[src/hw/rtl/mcd_ram.sv]
// ----------------------------------------------------------------------------
// Generic RAM
// One write port, one read port, read data registered.
// ----------------------------------------------------------------------------
module mcd_ram #(
   parameter int WIDTH = 8,
   parameter int DEPTH = 16
) (
   input  logic                     clock,
   input  logic                     wr_en,
   input  logic [$clog2(DEPTH)-1:0] wr_addr,
   input  logic [WIDTH-1:0]         wr_data,
   input  logic                     rd_en,
   input  logic [$clog2(DEPTH)-1:0] rd_addr,
   output logic [WIDTH-1:0]         rd_data
);

   logic [WIDTH-1:0] mem_ff [DEPTH];
   logic [WIDTH-1:0] rd_data_ff;

   always_ff @(posedge clock) begin
      if (wr_en) begin
         mem_ff[wr_addr] <= wr_data;
      end
      if (rd_en) begin
         rd_data_ff <= mem_ff[rd_addr];
      end
   end

   assign rd_data = rd_data_ff;

endmodule

[config.mk]
export PLATFORM = sky130hd
export DESIGN_NAME = mcd_ram
export DESIGN_NICKNAME = d
export VERILOG_FILES = /design/src/hw/rtl/mcd_ram.sv
export SDC_FILE = /design/constraint.sdc
export NUM_CORES = 1
export LEC_CHECK = 0
export BUFFER_PORTS_ARGS = -buffer_cell sky130_fd_sc_hd__clkbuf_2
export CAP_MARGIN = 20
export CORE_ASPECT_RATIO = 1.2
export CORE_MARGIN = 2
export CORE_UTILIZATION = 45
export CTS_CLUSTER_SIZE = 10
export DETAILED_ROUTE_END_ITERATION = 10
export GPL_ROUTABILITY_DRIVEN = 0
export MAX_ROUTING_LAYER = met4
export PLACE_DENSITY = 0.65
export SETUP_SLACK_MARGIN = 0.2
export SLEW_MARGIN = 20
export SYNTH_ARGS = -nofsm -noshare
export SYNTH_HDL_FRONTEND = slang
export SYNTH_SLANG_ARGS = --single-unit
[constraint.sdc]
create_clock -name clock -period 1.53 [get_ports clock]
set_input_delay 0.153 -clock clock [delete_from_list [all_inputs] [get_ports clock]]
set_output_delay 0.153 -clock clock [all_outputs]
set_load 0.005 [all_outputs]
==> results.sh <==
export IMPL_portBuffers=26
export IMPL_clockBufferDepth=2
export IMPL_cp_arrival_ns=1.56
export IMPL_swShare_pct=18.7
export IMPL_wl_per_cell_microns=21.4
export IMPL_wl_met2_mm=5.03
export IMPL_maxCapViolations=0
export IMPL_htree_levels=4
export IMPL_drt_pass1_iter_count=4
export IMPL_synth_edf_count=136
export IMPL_syn_area_per_cell_sq_um=22.8
export IMPL_ys_ff_latch=136
export IMPL_multi_input_area_sq_um=1060
export IMPL_grt_use_total_pct=17.9
export IMPL_yosysTopAreaCell="edfxtp_1"
export IMPL_rsz0062_at_grt="true"
export IMPL_numCtsBuffers=17
export IMPL_regArea_sq_um=4080
export IMPL_rows=43
export IMPL_cts_setup_buffers=0
export IMPL_ys_flop_type="edfxtp_1"
export IMPL_core_area_sq_um=11500
export IMPL_grt_pass1_vias=2525
export IMPL_power_density_nw_per_um2=1390
export IMPL_yosysWarningCount=0
export IMPL_post_route_util_pct=54.6
export IMPL_outcome="finished, final reports clean"
export IMPL_tightest_slew_ns=0.898
export IMPL_drv_slew=0
export IMPL_post_route_period_util_pct=91.8
export IMPL_fin_crit_ns=1.40
export IMPL_async_flop_share_pct=0
export IMPL_clkTransAtPathRegs_ns=0.05
export IMPL_syn2layout_area_growth_pct=19.7
export IMPL_final_cell_mix="edfxtp_1 (136), mux4_2 (32), clkbuf_2 (26)"
export IMPL_syn_nets=248
export IMPL_final_hold_viol_count=0
export IMPL_antenna_found_initial=0
export IMPL_pwr_share_clk_pct=46.6
export IMPL_root_buffer="clkbuf_16"
export IMPL_dr_wl_met3_microns=426
export IMPL_ir_worst_vdd_mv=0.817
export IMPL_top_layer="met4"
export IMPL_finalNetCount=303
export IMPL_finClkSkew_ns=0.00537
export IMPL_setup_violations_final=0
export IMPL_tritoncts="yes"
export IMPL_vias_per_cell=5.32
export IMPL_cp_end_kind="flip-flop"
export IMPL_place_hpwl_mm=6.36
export IMPL_synthCells=229
export IMPL_num_antenna_cells=0
export IMPL_cp_data_required_time_ns=1.69
export IMPL_netlist_area_leader_share_pct=78.1
export IMPL_crit_type="flip-flop to flip-flop"
export IMPL_routed_wl_mm=9.69
export IMPL_clkSinkCount=136
export IMPL_mostFrequentLayoutCell="edfxtp_1"
export IMPL_die_h_microns=122
export IMPL_die_w_microns=102
export IMPL_grt_pass1_wl_mm=14.9
export IMPL_combinationalPowerShare_pct=4.7
export IMPL_internal_power_w=0.00706
export IMPL_via_count=2405
export IMPL_drt_iter0_drc=107
export IMPL_hp_class="input pin to flip-flop"
export IMPL_ant_nets=0
export IMPL_ys_seq_area_share_pct=78.1
export IMPL_drive_above_1_share_pct=39.0
export IMPL_drc=0
export IMPL_cp_max_fo=1
export IMPL_p_seq_share_pct=48.7
export IMPL_hold_buffers=0
export IMPL_wl_met1_mm=4.06
export IMPL_nFillCells=877
export IMPL_synth_cell_type_count=18
export IMPL_relSlewSlack_pct=40.0
export IMPL_clock_latency_ns=0.41
export IMPL_fp_dieArea_sq_um=12500
export IMPL_critPathLaunchType="flip-flop"
export IMPL_fmax_mhz=712
export IMPL_p_total_w=0.00868
export IMPL_grt_max_degree=19
export IMPL_overflow=0
export IMPL_initial_core_util_pct=45.6
export IMPL_syn_area_sq_um=5230
export IMPL_leakagePower_nw=2.07
export IMPL_p_switching_w=0.00162
export IMPL_synthTopCellsByArea="edfxtp_1 (78%), mux4_2 (7.8%), mux4_1 (7.0%)"
export IMPL_ioPinCount=27
==> logic make-up (layout without fill, tap and decap cells) <==
family	Yosys count	after routing	share of synthesized area [%]
mux	32	32	14.8
simple gates	35	35	3.14
compound gates	16	16	2.30
flops	136	136	78.1
buf+inv	10	76	1.65
==> power groups by stage <==
stage	Combinational, W	Clock [W]	Sequential (W)
after floorplan	0.000231	0	0.00429
after global placement	0.000389	0	0.00430
after detailed placement	0.000402	0	0.00430
after CTS	0.000411	0.00411	0.00423
after global routing	0.000447	0.00425	0.00423
final	0.000407	0.00405	0.00423
==> state kept, by name (all words and copies together) (netlist names) <==
register,count
mem_ff,128
rd_data,8
==> cell type report <==
type,count,area share [%]
sequential,136,65.2
multi-input combinational,83,16.9
clock buffer,19,6.92
timing repair buffer,46,5.28
tap,157,3.14
clock inverter,11,2.50
==> path summary, 6_finish.rpt <==
path	slack, ns	startpoint	end	depth (start not counted)
worst min register to register	0.76	mem_ff[12][0]	rd_data[0]	3
worst max-delay path	0.13	mem_ff[7][7]	rd_data[7]	3
worst max register to register	0.13	mem_ff[7][7]	rd_data[7]	3
worst min-delay path	0.16	rd_en	rd_data[3]	1
==> timing repair <==
| item | in CTS | in global routing |
|---|---|---|
| endpoints found under the setup margin | 8 | 8 |
| pin swaps | 0 | 3 |
| gates resized for setup | 5 | 4 |
==> routing by layer <==
layer  up-vias  global-route usage (%)
met5         -                       -
met4         0                    6.50
met3        16                    5.22
met2        65                    27.5
met1      1246                    22.8
li1       1078                       -
==> cells in the mapped netlist, types with 2 or more instances <==
cell,n
nand3b_1,2
nor2_1,13
buf_6,3
a22oi_1,16
buf_2,3
nand2b_1,2
mux4_2,18
nand2_1,9
nor3_1,4
clkdlybuf4s25_2,3
edfxtp_1,136
mux4_1,14
==> worst max-delay path: stages, from the launching register on <==
cell and delay (ns):
edfxtp_1 0.38, mux4_2 0.51, a22oi_2 0.18, nand2_1 0.09
==> through the flow <==
| stage | instance area (sq um) | setup WS (ns) | std cells | hold WS [ns] | TNS (ns) |
|---|---|---|---|---|---|
| 2_1_floorplan | 5230 | 0.111 | 229 | 0.252 | 0 |
| 3_3_place_gp | 5630 | -0.146 | 422 | 0.563 | -0.719 |
| 3_5_place_dp | 5630 | -0.144 | 422 | 0.569 | -0.774 |
| 4_1_cts | 6240 | 0.104 | 452 | 0.159 | 0 |
| 5_1_grt | 6260 | 0.0807 | 452 | 0.173 | 0 |
| 6_report | 6260 | 0.125 | 452 | 0.155 | 0 |
Power figures use the tool's default switching activity.
